==> src/ipcidr_pkg.sv <==
// ----------------------------------------------------------------------------
// ipcidr_pkg
// Shared types, constants and helper functions for the address range to
// prefix block splitter.
// ----------------------------------------------------------------------------
`default_nettype none

package ipcidr_pkg;

  localparam int ADDR_BITS = 32;
  localparam int TAG_BITS  = 16;

  // Tag bits carried through; the tag port is 16 bits wide.
  localparam int TAG_KEEP = (TAG_BITS < 16) ? TAG_BITS : 16;

  // Width of a block exponent / prefix length (0..ADDR_BITS).
  localparam int KW = $clog2(ADDR_BITS + 1);

  // Depth of the queue between front and back.
  localparam int QDEPTH = 2;
  localparam int QPW    = $clog2(QDEPTH);
  localparam int QCW    = $clog2(QDEPTH + 1);

  // One nonempty range waiting to be walked. rem is the address count left.
  typedef struct packed {
    logic [ADDR_BITS-1:0] lo;
    logic [ADDR_BITS:0]   rem;
    logic [TAG_KEEP-1:0]  tag;
  } range_t;

  // Number of trailing zeros, ADDR_BITS for a zero value.
  function automatic logic [KW-1:0] trail_zeros(input logic [ADDR_BITS-1:0] v);
    logic [KW-1:0] n;
    n = KW'(ADDR_BITS);
    for (int i = ADDR_BITS - 1; i >= 0; i--) begin
      if (v[i]) begin
        n = KW'(i);
      end
    end
    return n;
  endfunction

  // Position of the highest set bit, 0 for a zero value.
  function automatic logic [KW-1:0] top_bit(input logic [ADDR_BITS:0] v);
    logic [KW-1:0] n;
    n = '0;
    for (int i = 0; i <= ADDR_BITS; i++) begin
      if (v[i]) begin
        n = KW'(i);
      end
    end
    return n;
  endfunction

endpackage

`default_nettype wire

==> src/ipcidr_front.sv <==
// ----------------------------------------------------------------------------
// ipcidr_front
// Input stage: takes a range transaction, drops empty ranges and computes
// the address count before handing the range to the queue.
// ----------------------------------------------------------------------------
`default_nettype none

module ipcidr_front
  import ipcidr_pkg::*;
(
  input  wire logic        clk,
  input  wire logic        rst_n,
  input  wire logic        push,
  output logic             full,
  input  wire logic [31:0] in_range_low,
  input  wire logic [31:0] in_range_high,
  input  wire logic [15:0] in_entry_tag,
  output logic             q_push,
  output range_t           q_data,
  input  wire logic        q_full
);

  logic                 valid_r, valid_nxt;
  range_t               item_r, item_nxt;
  logic                 advance;
  logic [ADDR_BITS-1:0] lo_m, hi_m;
  logic                 keep;

  assign lo_m = in_range_low[ADDR_BITS-1:0];
  assign hi_m = in_range_high[ADDR_BITS-1:0];
  assign keep = (lo_m <= hi_m);

  // Holding register frees up when empty or when the queue takes it.
  assign advance = !valid_r || !q_full;
  assign full    = !advance;
  assign q_push  = valid_r && !q_full;
  assign q_data  = item_r;

  always_comb begin
    valid_nxt = valid_r;
    item_nxt  = item_r;
    if (advance) begin
      valid_nxt    = push && keep;
      item_nxt.lo  = lo_m;
      item_nxt.rem = {1'b0, hi_m} - {1'b0, lo_m} + (ADDR_BITS + 1)'(1);
      item_nxt.tag = in_entry_tag[TAG_KEEP-1:0];
    end
  end

  always_ff @(posedge clk) begin
    if (!rst_n) begin
      valid_r <= 1'b0;
    end else begin
      valid_r <= valid_nxt;
    end
    item_r <= item_nxt;
  end

endmodule

`default_nettype wire

==> src/ipcidr_queue.sv <==
// ----------------------------------------------------------------------------
// ipcidr_queue
// Short FIFO of ranges between the front and back stages.
// ----------------------------------------------------------------------------
`default_nettype none

module ipcidr_queue
  import ipcidr_pkg::*;
(
  input  wire logic   clk,
  input  wire logic   rst_n,
  input  wire logic   wr_en,
  input  wire range_t wr_data,
  output logic        q_full,
  input  wire logic   rd_en,
  output range_t      rd_data,
  output logic        q_empty
);

  range_t           mem_r [QDEPTH];
  logic [QPW-1:0]   wptr_r, rptr_r;
  logic [QCW-1:0]   cnt_r;
  logic             do_wr, do_rd;

  assign q_full  = (cnt_r == QCW'(QDEPTH));
  assign q_empty = (cnt_r == '0);
  assign do_wr   = wr_en && !q_full;
  assign do_rd   = rd_en && !q_empty;
  assign rd_data = mem_r[rptr_r];

  always_ff @(posedge clk) begin
    if (!rst_n) begin
      wptr_r <= '0;
      rptr_r <= '0;
      cnt_r  <= '0;
    end else begin
      if (do_wr) begin
        wptr_r <= (wptr_r == QPW'(QDEPTH - 1)) ? '0 : wptr_r + QPW'(1);
      end
      if (do_rd) begin
        rptr_r <= (rptr_r == QPW'(QDEPTH - 1)) ? '0 : rptr_r + QPW'(1);
      end
      if (do_wr && !do_rd) begin
        cnt_r <= cnt_r + QCW'(1);
      end else if (do_rd && !do_wr) begin
        cnt_r <= cnt_r - QCW'(1);
      end
    end
    if (do_wr) begin
      mem_r[wptr_r] <= wr_data;
    end
  end

endmodule

`default_nettype wire

==> src/ipcidr_back.sv <==
// ----------------------------------------------------------------------------
// ipcidr_back
// Block walker: emits one aligned prefix block per cycle into an output
// register, while that register is free or being popped, until the range is covered.
// ----------------------------------------------------------------------------
`default_nettype none

module ipcidr_back
  import ipcidr_pkg::*;
(
  input  wire logic   clk,
  input  wire logic   rst_n,
  input  wire range_t q_data,
  input  wire logic   q_empty,
  output logic        q_pop,
  output logic        empty,
  input  wire logic   pop,
  output logic [31:0] out_block_base,
  output logic [5:0]  out_prefix_len,
  output logic [15:0] out_tag_out,
  output logic        out_last_block
);

  logic                 busy_r;
  logic [ADDR_BITS-1:0] lo_r;
  logic [ADDR_BITS:0]   rem_r;
  logic [TAG_KEEP-1:0]  tag_r;

  logic                 ovalid_r;
  logic [ADDR_BITS-1:0] obase_r;
  logic [KW-1:0]        olen_r;
  logic [TAG_KEEP-1:0]  otag_r;
  logic                 olast_r;

  logic [KW-1:0]        k_tz, k_fit, k;
  logic [ADDR_BITS:0]   size;
  logic                 last;
  logic                 step;

  // Block exponent: limited by alignment of lo and by the count left.
  assign k_tz  = trail_zeros(lo_r);
  assign k_fit = top_bit(rem_r);
  assign k     = (k_tz < k_fit) ? k_tz : k_fit;
  assign size  = (ADDR_BITS + 1)'(1) << k;
  assign last  = (rem_r == size);

  assign step  = busy_r && (!ovalid_r || pop);
  assign q_pop = !busy_r && !q_empty;

  assign empty          = !ovalid_r;
  assign out_block_base = 32'(obase_r);
  assign out_prefix_len = 6'(olen_r);
  assign out_tag_out    = 16'(otag_r);
  assign out_last_block = olast_r;

  always_ff @(posedge clk) begin
    if (!rst_n) begin
      busy_r   <= 1'b0;
      ovalid_r <= 1'b0;
    end else begin
      if (q_pop) begin
        busy_r <= 1'b1;
      end else if (step && last) begin
        busy_r <= 1'b0;
      end
      if (step) begin
        ovalid_r <= 1'b1;
      end else if (pop) begin
        ovalid_r <= 1'b0;
      end
    end
    if (q_pop) begin
      lo_r  <= q_data.lo;
      rem_r <= q_data.rem;
      tag_r <= q_data.tag;
    end else if (step) begin
      lo_r  <= lo_r + size[ADDR_BITS-1:0];
      rem_r <= rem_r - size;
    end
    if (step) begin
      obase_r <= lo_r;
      olen_r  <= KW'(ADDR_BITS) - k;
      otag_r  <= tag_r;
      olast_r <= last;
    end
  end

endmodule

`default_nettype wire

==> src/ip_range_to_cidr_blocks_core.sv <==
// ----------------------------------------------------------------------------
// ip_range_to_cidr_blocks_core
// Splits an inclusive address range into the minimal ordered list of aligned
// prefix blocks, one result transaction per block.
// ----------------------------------------------------------------------------
// Each input transaction carries a range [low, high] and a tag; the core emits
// the covering prefix blocks in ascending order, the final one flagged with
// last_block. Ranges with low above high produce nothing. The walker emits one
// block per clock while its output register is free or being popped; a range
// needing N blocks (N up to 62) holds it for those blocks and a load of the next
// range from the internal queue; that single walker and its output register set
// the throughput. The input side keeps taking ranges while the walker is busy
// until a two-entry queue and the input holding register are full. A result
// waiting in the output register for pop holds the walker; the input side stalls
// only once the queue and the holding register have filled up behind it.
// ----------------------------------------------------------------------------
`default_nettype none

module ip_range_to_cidr_blocks_core
  import ipcidr_pkg::*;
(
  input  wire logic        clk,
  input  wire logic        rst_n,
  // input channel
  input  wire logic        push,
  output logic             full,
  input  wire logic [31:0] in_range_low,
  input  wire logic [31:0] in_range_high,
  input  wire logic [15:0] in_entry_tag,
  // result channel
  output logic             empty,
  input  wire logic        pop,
  output logic [31:0]      out_block_base,
  output logic [5:0]       out_prefix_len,
  output logic [15:0]      out_tag_out,
  output logic             out_last_block
);

  // front -> queue
  logic   fq_push;
  range_t fq_data;
  logic   fq_full;
  // queue -> back
  range_t qb_data;
  logic   qb_empty;
  logic   qb_pop;

  // Front: classifies and precomputes the address count.
  ipcidr_front u_front (
    .clk           (clk),
    .rst_n         (rst_n),
    .push          (push),
    .full          (full),
    .in_range_low  (in_range_low),
    .in_range_high (in_range_high),
    .in_entry_tag  (in_entry_tag),
    .q_push        (fq_push),
    .q_data        (fq_data),
    .q_full        (fq_full)
  );

  // Decoupling queue.
  ipcidr_queue u_queue (
    .clk     (clk),
    .rst_n   (rst_n),
    .wr_en   (fq_push),
    .wr_data (fq_data),
    .q_full  (fq_full),
    .rd_en   (qb_pop),
    .rd_data (qb_data),
    .q_empty (qb_empty)
  );

  // Back: walks the range one block per cycle while its output register is free or popped.
  ipcidr_back u_back (
    .clk            (clk),
    .rst_n          (rst_n),
    .q_data         (qb_data),
    .q_empty        (qb_empty),
    .q_pop          (qb_pop),
    .empty          (empty),
    .pop            (pop),
    .out_block_base (out_block_base),
    .out_prefix_len (out_prefix_len),
    .out_tag_out    (out_tag_out),
    .out_last_block (out_last_block)
  );

endmodule

`default_nettype wire

==> config.mk <==
export PLATFORM = sky130hd
export DESIGN_NAME = ip_range_to_cidr_blocks_core
export DESIGN_NICKNAME = d
export VERILOG_FILES = /design/src/ipcidr_pkg.sv /design/src/ipcidr_front.sv /design/src/ipcidr_queue.sv /design/src/ipcidr_back.sv /design/src/ip_range_to_cidr_blocks_core.sv
export SDC_FILE = /design/constraint.sdc
export NUM_CORES = 1
export LEC_CHECK = 0
export BUFFER_PORTS_ARGS = -buffer_cell sky130_fd_sc_hd__buf_4
export CAP_MARGIN = 30
export CORE_AREA = 2 2 178 267
export DETAILED_ROUTE_END_ITERATION = 16
export DIE_AREA = 0 0 180 269
export GPL_TIMING_DRIVEN = 0
export PLACE_DENSITY_LB_ADDON = 0.12
export SLEW_MARGIN = 40
export SYNTH_ARGS = -nofsm -noshare
export SYNTH_HDL_FRONTEND = slang
export SYNTH_SLANG_ARGS = --single-unit
export TNS_END_PERCENT = 50
==> constraint.sdc <==
create_clock -name clk -period 16.2 [get_ports clk]
set_clock_uncertainty 0.2 [all_clocks]
set_input_delay 0.81 -clock clk [delete_from_list [all_inputs] [get_ports clk]]
set_output_delay 0.81 -clock clk [all_outputs]
set_load 0.03 [all_outputs]
==> impl_metrics.json, run 1 <==
{
  "status": "finished, final reports clean",
  "tightest_slew_ns": 0.873,
  "vias_per_cell": 5.46,
  "rows": 97,
  "timing.final.max_slew_violations": 0,
  "cts-root-buf": "clkbuf_16",
  "post_cts_buffers": 0,
  "synth_top_area_cell": "edfxtp_1",
  "met1_usage_pct": 24.4,
  "grt_pass1_vias": 13700,
  "core_area_mm2": 0.0462,
  "area_delta_synth_final_pct": 16.7,
  "slowest_delay_ns": 0.64,
  "timing.hold.ws_ns": 0.218,
  "seqCellArea_mm2": 0.0115,
  "power.density_mw_per_mm2": 182,
  "avgRoutedWirePerCell_um": 20.6,
  "portBuffers": 140,
  "die_w_um": 180,
  "first_iter_violations": 876,
  "crit_arrival_ns": 9.12,
  "dieArea_mm2": 0.0484,
  "numCtsBuffers": 39,
  "die_h_um": 269,
  "syn_inst": 1688,
  "grt_max_degree": 39,
  "ir_drop_mv": 0.0939,
  "antenna_cells": 0,
  "cp-start-kind": "flop",
  "syn_area_per_cell_um2": 12.1,
  "dp.cells": 2434,
  "nets": 2136,
  "vias": 13700,
  "ys_types": 76,
  "drive_above_1_share_pct": 14.9,
  "fin_cells": 2506,
  "clk_latency_ns": 0.56,
  "max_slew_margin_pct": 41.8,
  "wl_um": 51700,
  "synth-seq-area-share_pct": 56.3,
  "path_clk_slew_ns": 0.07,
  "hold_class": "reg2reg",
  "max_freq_mhz": 111,
  "worstPathRequired_ns": 16.29,
  "use_met3_pct": 2.16,
  "overflow": 0,
  "ctsHtreeMaxLevel": 2,
  "grt.busiest_layer": "met2",
  "cp-end-kind": "flop",
  "cts_resized": 0,
  "setup_violations": 0,
  "async_flop_share_pct": 0,
  "ys_seq_elements": 387,
  "antenna_found_initial": 0,
  "clock_path_buffers": 3,
  "multi_input_area_mm2": 0.00835,
  "drtAntennaViolNets": 0,
  "cp_common_cell": "a21oi_1",
  "track_usage_pct": 21.1,
  "synthMostInstantiatedCell": "edfxtp_1",
  "power.leakage_nw": 9.55,
  "ys.flop_type": "edfxtp_1",
  "ys_warn_count": 0,
  "fillers": 4105,
  "crit_buf_inv": 3,
  "fin_crit_ns": 9.03,
  "path_delay_family": "compound AO/OA/AOI/OAI gates",
  "grt_use_met2_pct": 39.3,
  "hold_viol": 0,
  "synth_nets": 1943,
  "grt_pass1_wl_um": 77900,
  "tns_ns": 0,
  "rsz0062_at_grt": "false",
  "start_util_pct": 44.3,
  "max_cap_violations": 0,
  "hpwl_um": 39700,
  "synth_top_cell_area_share_pct": 55.6,
  "io_pins": 141,
  "drc": 0,
  "synth_edf_count": 379,
  "crit_type": "reg2reg",
  "yosys-top-cells-area": "edfxtp_1 (56%), ha_1 (10%), a21oi_1 (3.1%)",
  "hold_buffers": 0,
  "synth_commonest_cells": "edfxtp_1 (379), ha_1 (168), inv_1 (127)",
  "dr.pass1.iters": 5,
  "routabilityCongestion": 0.967,
  "cp_slowest_cell": "nor4_1",
  "fin_crit_sh_pct": 55.8,
  "clock_sinks": 387,
  "cts_tree": "built",
  "cp_max_fo": 10,
  "synth.cell_area_mm2": 0.0205
}
==> state kept, by name (all words and copies together), names as in the netlist, named ones only <==
register	cells
u_queue.mem_r	162
u_front.q_data	81
u_back.rem_r	33
u_back.lo_r	32
u_back.out_block_base	32
u_back.out_tag_out	16
u_back.tag_r	16
u_back.out_prefix_len	6
u_queue.cnt_r	2
u_back.busy_r	1
u_back.out_last_block	1
u_back.ovalid_r	1
u_front.valid_r	1
u_queue.rptr_r	1
u_queue.wptr_r	1
==> metrics by stage <==
| step | total power [mW] | instance area (µm²) | setup slack, ns | util (%) |
|---|---|---|---|---|
| 5_1_grt | 4.60 | 23900 | 6.69 | 51.7 |
| 4_1_cts | 4.37 | 23900 | 7.22 | 51.7 |
| 6_report | 4.34 | 23900 | 7.17 | 51.7 |
| 3_5_place_dp | 3.42 | 22600 | 7.27 | 48.9 |
| 3_3_place_gp | 3.39 | 22300 | 7.16 | 48.2 |
| 2_1_floorplan | 2.81 | 20500 | 9.71 | - |
==> routing by layer <==
layer / part of all wire (%) / wire, µm / up-vias
met1: 40 / 20600 / 6531
li1: - / - / 6701
met4: 4.7 / 2430 / 0
met3: 3.8 / 1950 / 116
met2: 52 / 26800 / 344
met5: 0 / 0 / -
==> worst reg2reg max path: cells and delay by family, from the launching register on <==
kind	cells	cell delay, ns
flops	1	0.47
fa+ha+maj	4	1.41
buf+inv	3	0.83
xor+xnor	1	0.16
simple gates	6	1.59
compound gates	15	4.09
==> where the power goes <==
part           internal, mW  switching [mW]  total (mW)
clock                 0.535           0.397       0.931
sequential             1.48           0.183        1.66
combinational         0.656            1.09        1.75
==> cells by family after synthesis <==
| logic type | Yosys count | synth area share [%] |
|---|---|---|
| simple gates | 408 | 9.95 |
| fa+ha+maj | 171 | 10.6 |
| mux | 74 | 3.77 |
| compound gates | 416 | 13.2 |
| flops | 387 | 56.3 |
| xor+xnor | 72 | 3.15 |
| buf+inv | 160 | 3.05 |
==> layout by cell type, fill, tap and decap left out, types with 14 or more instances in the layout <==
cell / instances
xor2_1: 27
nor2_1: 104
a211oi_1: 20
mux2_2: 25
a21oi_1: 125
nor3_1: 24
edfxtp_1: 379
ha_1: 168
nor2b_1: 23
mux2i_1: 49
a21o_1: 53
buf_4: 141
and2_1: 27
o31ai_1: 14
nand2b_1: 24
clkbuf_16: 41
and3_1: 14
clkbuf_1: 26
nand2_1: 99
inv_1: 127
xnor2_1: 44
nor4_1: 17
nand3_1: 26
o21ai_0: 84
o21a_1: 22
==> worst paths after layout <==
| kind | start | to | slack [ns] | cells past startpoint |
|---|---|---|---|---|
| hold / removal | u_back.tag_r[5] | u_back.out_tag_out[5] | 0.22 | 0 |
| setup / recovery | u_back.rem_r[9] | u_back.lo_r[30] | 7.17 | 29 |
| hold reg to reg | u_back.tag_r[5] | u_back.out_tag_out[5] | 0.22 | 0 |
| setup reg to reg | u_back.rem_r[9] | u_back.lo_r[30] | 7.17 | 29 |
==> area by class of cell <==
type | instances | area share [%]
multi-input combinational | 1141 | 34.9
buffer | 32 | 0.649
clock inverter | 23 | 1.09
sequential | 387 | 48.3
tap | 594 | 3.11
clock buffer | 49 | 4.42
timing repair buffer | 152 | 5.54
inverter | 128 | 2.01
(Power assumes the default switching activity.)
==> run 2, diff against run 1 <==
- clock period: 16.2 -> 9.1 ns (I/O delays scaled with it)
==> impl_metrics.json, run 2 (same netlist as run 1, synthesis figures left out) <==
{
  "ir_drop_mv": 0.169,
  "hpwl_um": 39700,
  "timing.final.max_slew_violations": 0,
  "path_clk_slew_ns": 0.07,
  "die_w_um": 180,
  "avgRoutedWirePerCell_um": 20.4,
  "cp-end-kind": "flop",
  "power.leakage_nw": 9.76,
  "overflow": 0,
  "tns_ns": 0,
  "setup_violations": 0,
  "tightest_slew_ns": 0.865,
  "fin_crit_sh_pct": 94.3,
  "cts_tree": "built",
  "final_cell_mix": "edfxtp_1 (379), ha_1 (168), buf_4 (141), inv_1 (127), a21oi_1 (124)",
  "intPower_mw": 4.77,
  "drtAntennaViolNets": 0,
  "first_iter_violations": 809,
  "area_delta_synth_final_pct": 19.2,
  "combinationalPowerShare_pct": 40.4,
  "rsz0062_at_grt": "false",
  "start_util_pct": 44.3,
  "clkPwrFrac_pct": 21.4,
  "drive_above_1_share_pct": 14.7,
  "clock_path_buffers": 3,
  "vias": 13900,
  "max_freq_mhz": 117,
  "status": "finished, final reports clean",
  "vias_per_cell": 5.43,
  "clock_sinks": 387,
  "slowest_delay_ns": 0.52,
  "endpoint": "u_back.lo_r[30]",
  "fin_crit_ns": 8.58,
  "timing.rr.start": "u_back.rem_r[11]",
  "grt_max_degree": 39,
  "placed_area_mm2": 0.0226,
  "portBuffers": 140,
  "cp-start-kind": "flop",
  "p_switching_mw": 2.99,
  "cp_max_fo": 10,
  "crit_arrival_ns": 8.66,
  "clk_latency_ns": 0.56,
  "hold_class": "in2reg",
  "rrSetupSlack_ns": 0.52,
  "layout_commonest_cell": "edfxtp_1",
  "io_pins": 141,
  "cts-root-buf": "clkbuf_16",
  "nets": 2185,
  "grt_pass1_wl_um": 78600,
  "wl_um": 52000,
  "routabilityCongestion": 0.967,
  "crit_start": "u_back.rem_r[11]",
  "finalInstanceArea_mm2": 0.0244,
  "numCtsBuffers": 39,
  "post_cts_buffers": 0,
  "ctsHtreeMaxLevel": 2,
  "power.density_mw_per_mm2": 317,
  "swShare_pct": 38.5,
  "largest_reg_flops": 162,
  "antenna_cells": 0,
  "total_power_mw": 7.75,
  "core_area_mm2": 0.0462,
  "max_slew_margin_pct": 41.9,
  "hold_viol": 0,
  "die_h_um": 269,
  "post-route-util_pct": 52.8,
  "dr.pass1.iters": 5,
  "worstPathRequired_ns": 9.18,
  "cp_slowest_cell": "edfxtp_1",
  "seqPwrFrac_pct": 38.2,
  "track_usage_pct": 21.3,
  "reg2reg_depth": 28,
  "dieArea_mm2": 0.0484,
  "max_cap_violations": 0,
  "antenna_found_initial": 0,
  "grt_pass1_vias": 14000,
  "reg2reg_to": "u_back.lo_r[30]",
  "crit_type": "reg2reg",
  "rows": 97,
  "largest-register": "u_queue.mem_r",
  "drc": 0
}
[run 2: changes by cell type in the layout (fill, tap and decap cells not counted), sizes merged]
cell,delta
dlygate4sd3,+49
[run 2: stage by stage]
| stage | instances | setup slack (ns) | hold WS [ns] |
|---|---|---|---|
| finish | 2555 | 0.523 | 0.0327 |
| global route | 2555 | 0.0243 | 0.0186 |
| CTS | 2555 | 0.122 | 0.00203 |
| detailed placement | 2434 | 0.174 | 0.205 |
| global placement | 2422 | 0.0618 | 0.201 |
| floorplan | 1688 | 2.61 | 0.200 |
[run 2: worst max-delay path: cells and delay by family (launching register included)]
family | cells | cell delay [ns]
AO/OA/AOI/OAI | 14 | 3.95
adder cells (fa/ha/maj) | 4 | 1.31
buffers and inverters | 3 | 0.82
XOR/XNOR | 1 | 0.16
flip-flops | 1 | 0.52
AND/OR/NAND/NOR | 6 | 1.34
[run 2: metal layers]
layer / global-route usage [%] / part of all wire (%)
met1: 24.5 / 40
met2: 39.6 / 52
met3: 2.16 / 3.6
met4: 10.0 / 4.8
met5: 0 / 0
[run 2: worst min-delay path by stage]
stage	from	to	slack, ns	cells after the start
detailed placement	u_back.tag_r[10]	u_back.out_tag_out[10]	0.20	0
finish	pop	u_back.ovalid_r	0.03	3
CTS	pop	u_back.ovalid_r	0.002	3
global placement	u_back.tag_r[12]	u_back.out_tag_out[12]	0.20	0
floorplan	u_back.tag_r[0]	u_back.out_tag_out[0]	0.20	0
global route	pop	u_back.ovalid_r	0.02	3
[run 2: power by group through the flow]
stage	combinational [mW]	sequential, mW	clock [mW]
finish	3.13	2.96	1.66
global placement	3.02	3.00	0
detailed placement	3.10	2.99	0
floorplan	1.96	3.03	0
global route	3.44	3.01	1.76
CTS	3.14	2.95	1.70
[run 2: what timing repair did]
action	CTS	global route
endpoints found under the hold margin	51	0
setup endpoints to repair	0	5
gates resized for setup	0	4
hold buffers	49	0
[run 2: layout make-up]
type | instances | area (µm²)
Clock buffer | 49 | 1060
Fill cell | 4057 | 21800
Clock inverter | 23 | 260
Sequential cell | 387 | 11500
Buffer | 32 | 155
Multi-Input combinational cell | 1141 | 8370
Inverter | 128 | 480
Tap cell | 594 | 743
Timing Repair Buffer | 201 | 1810
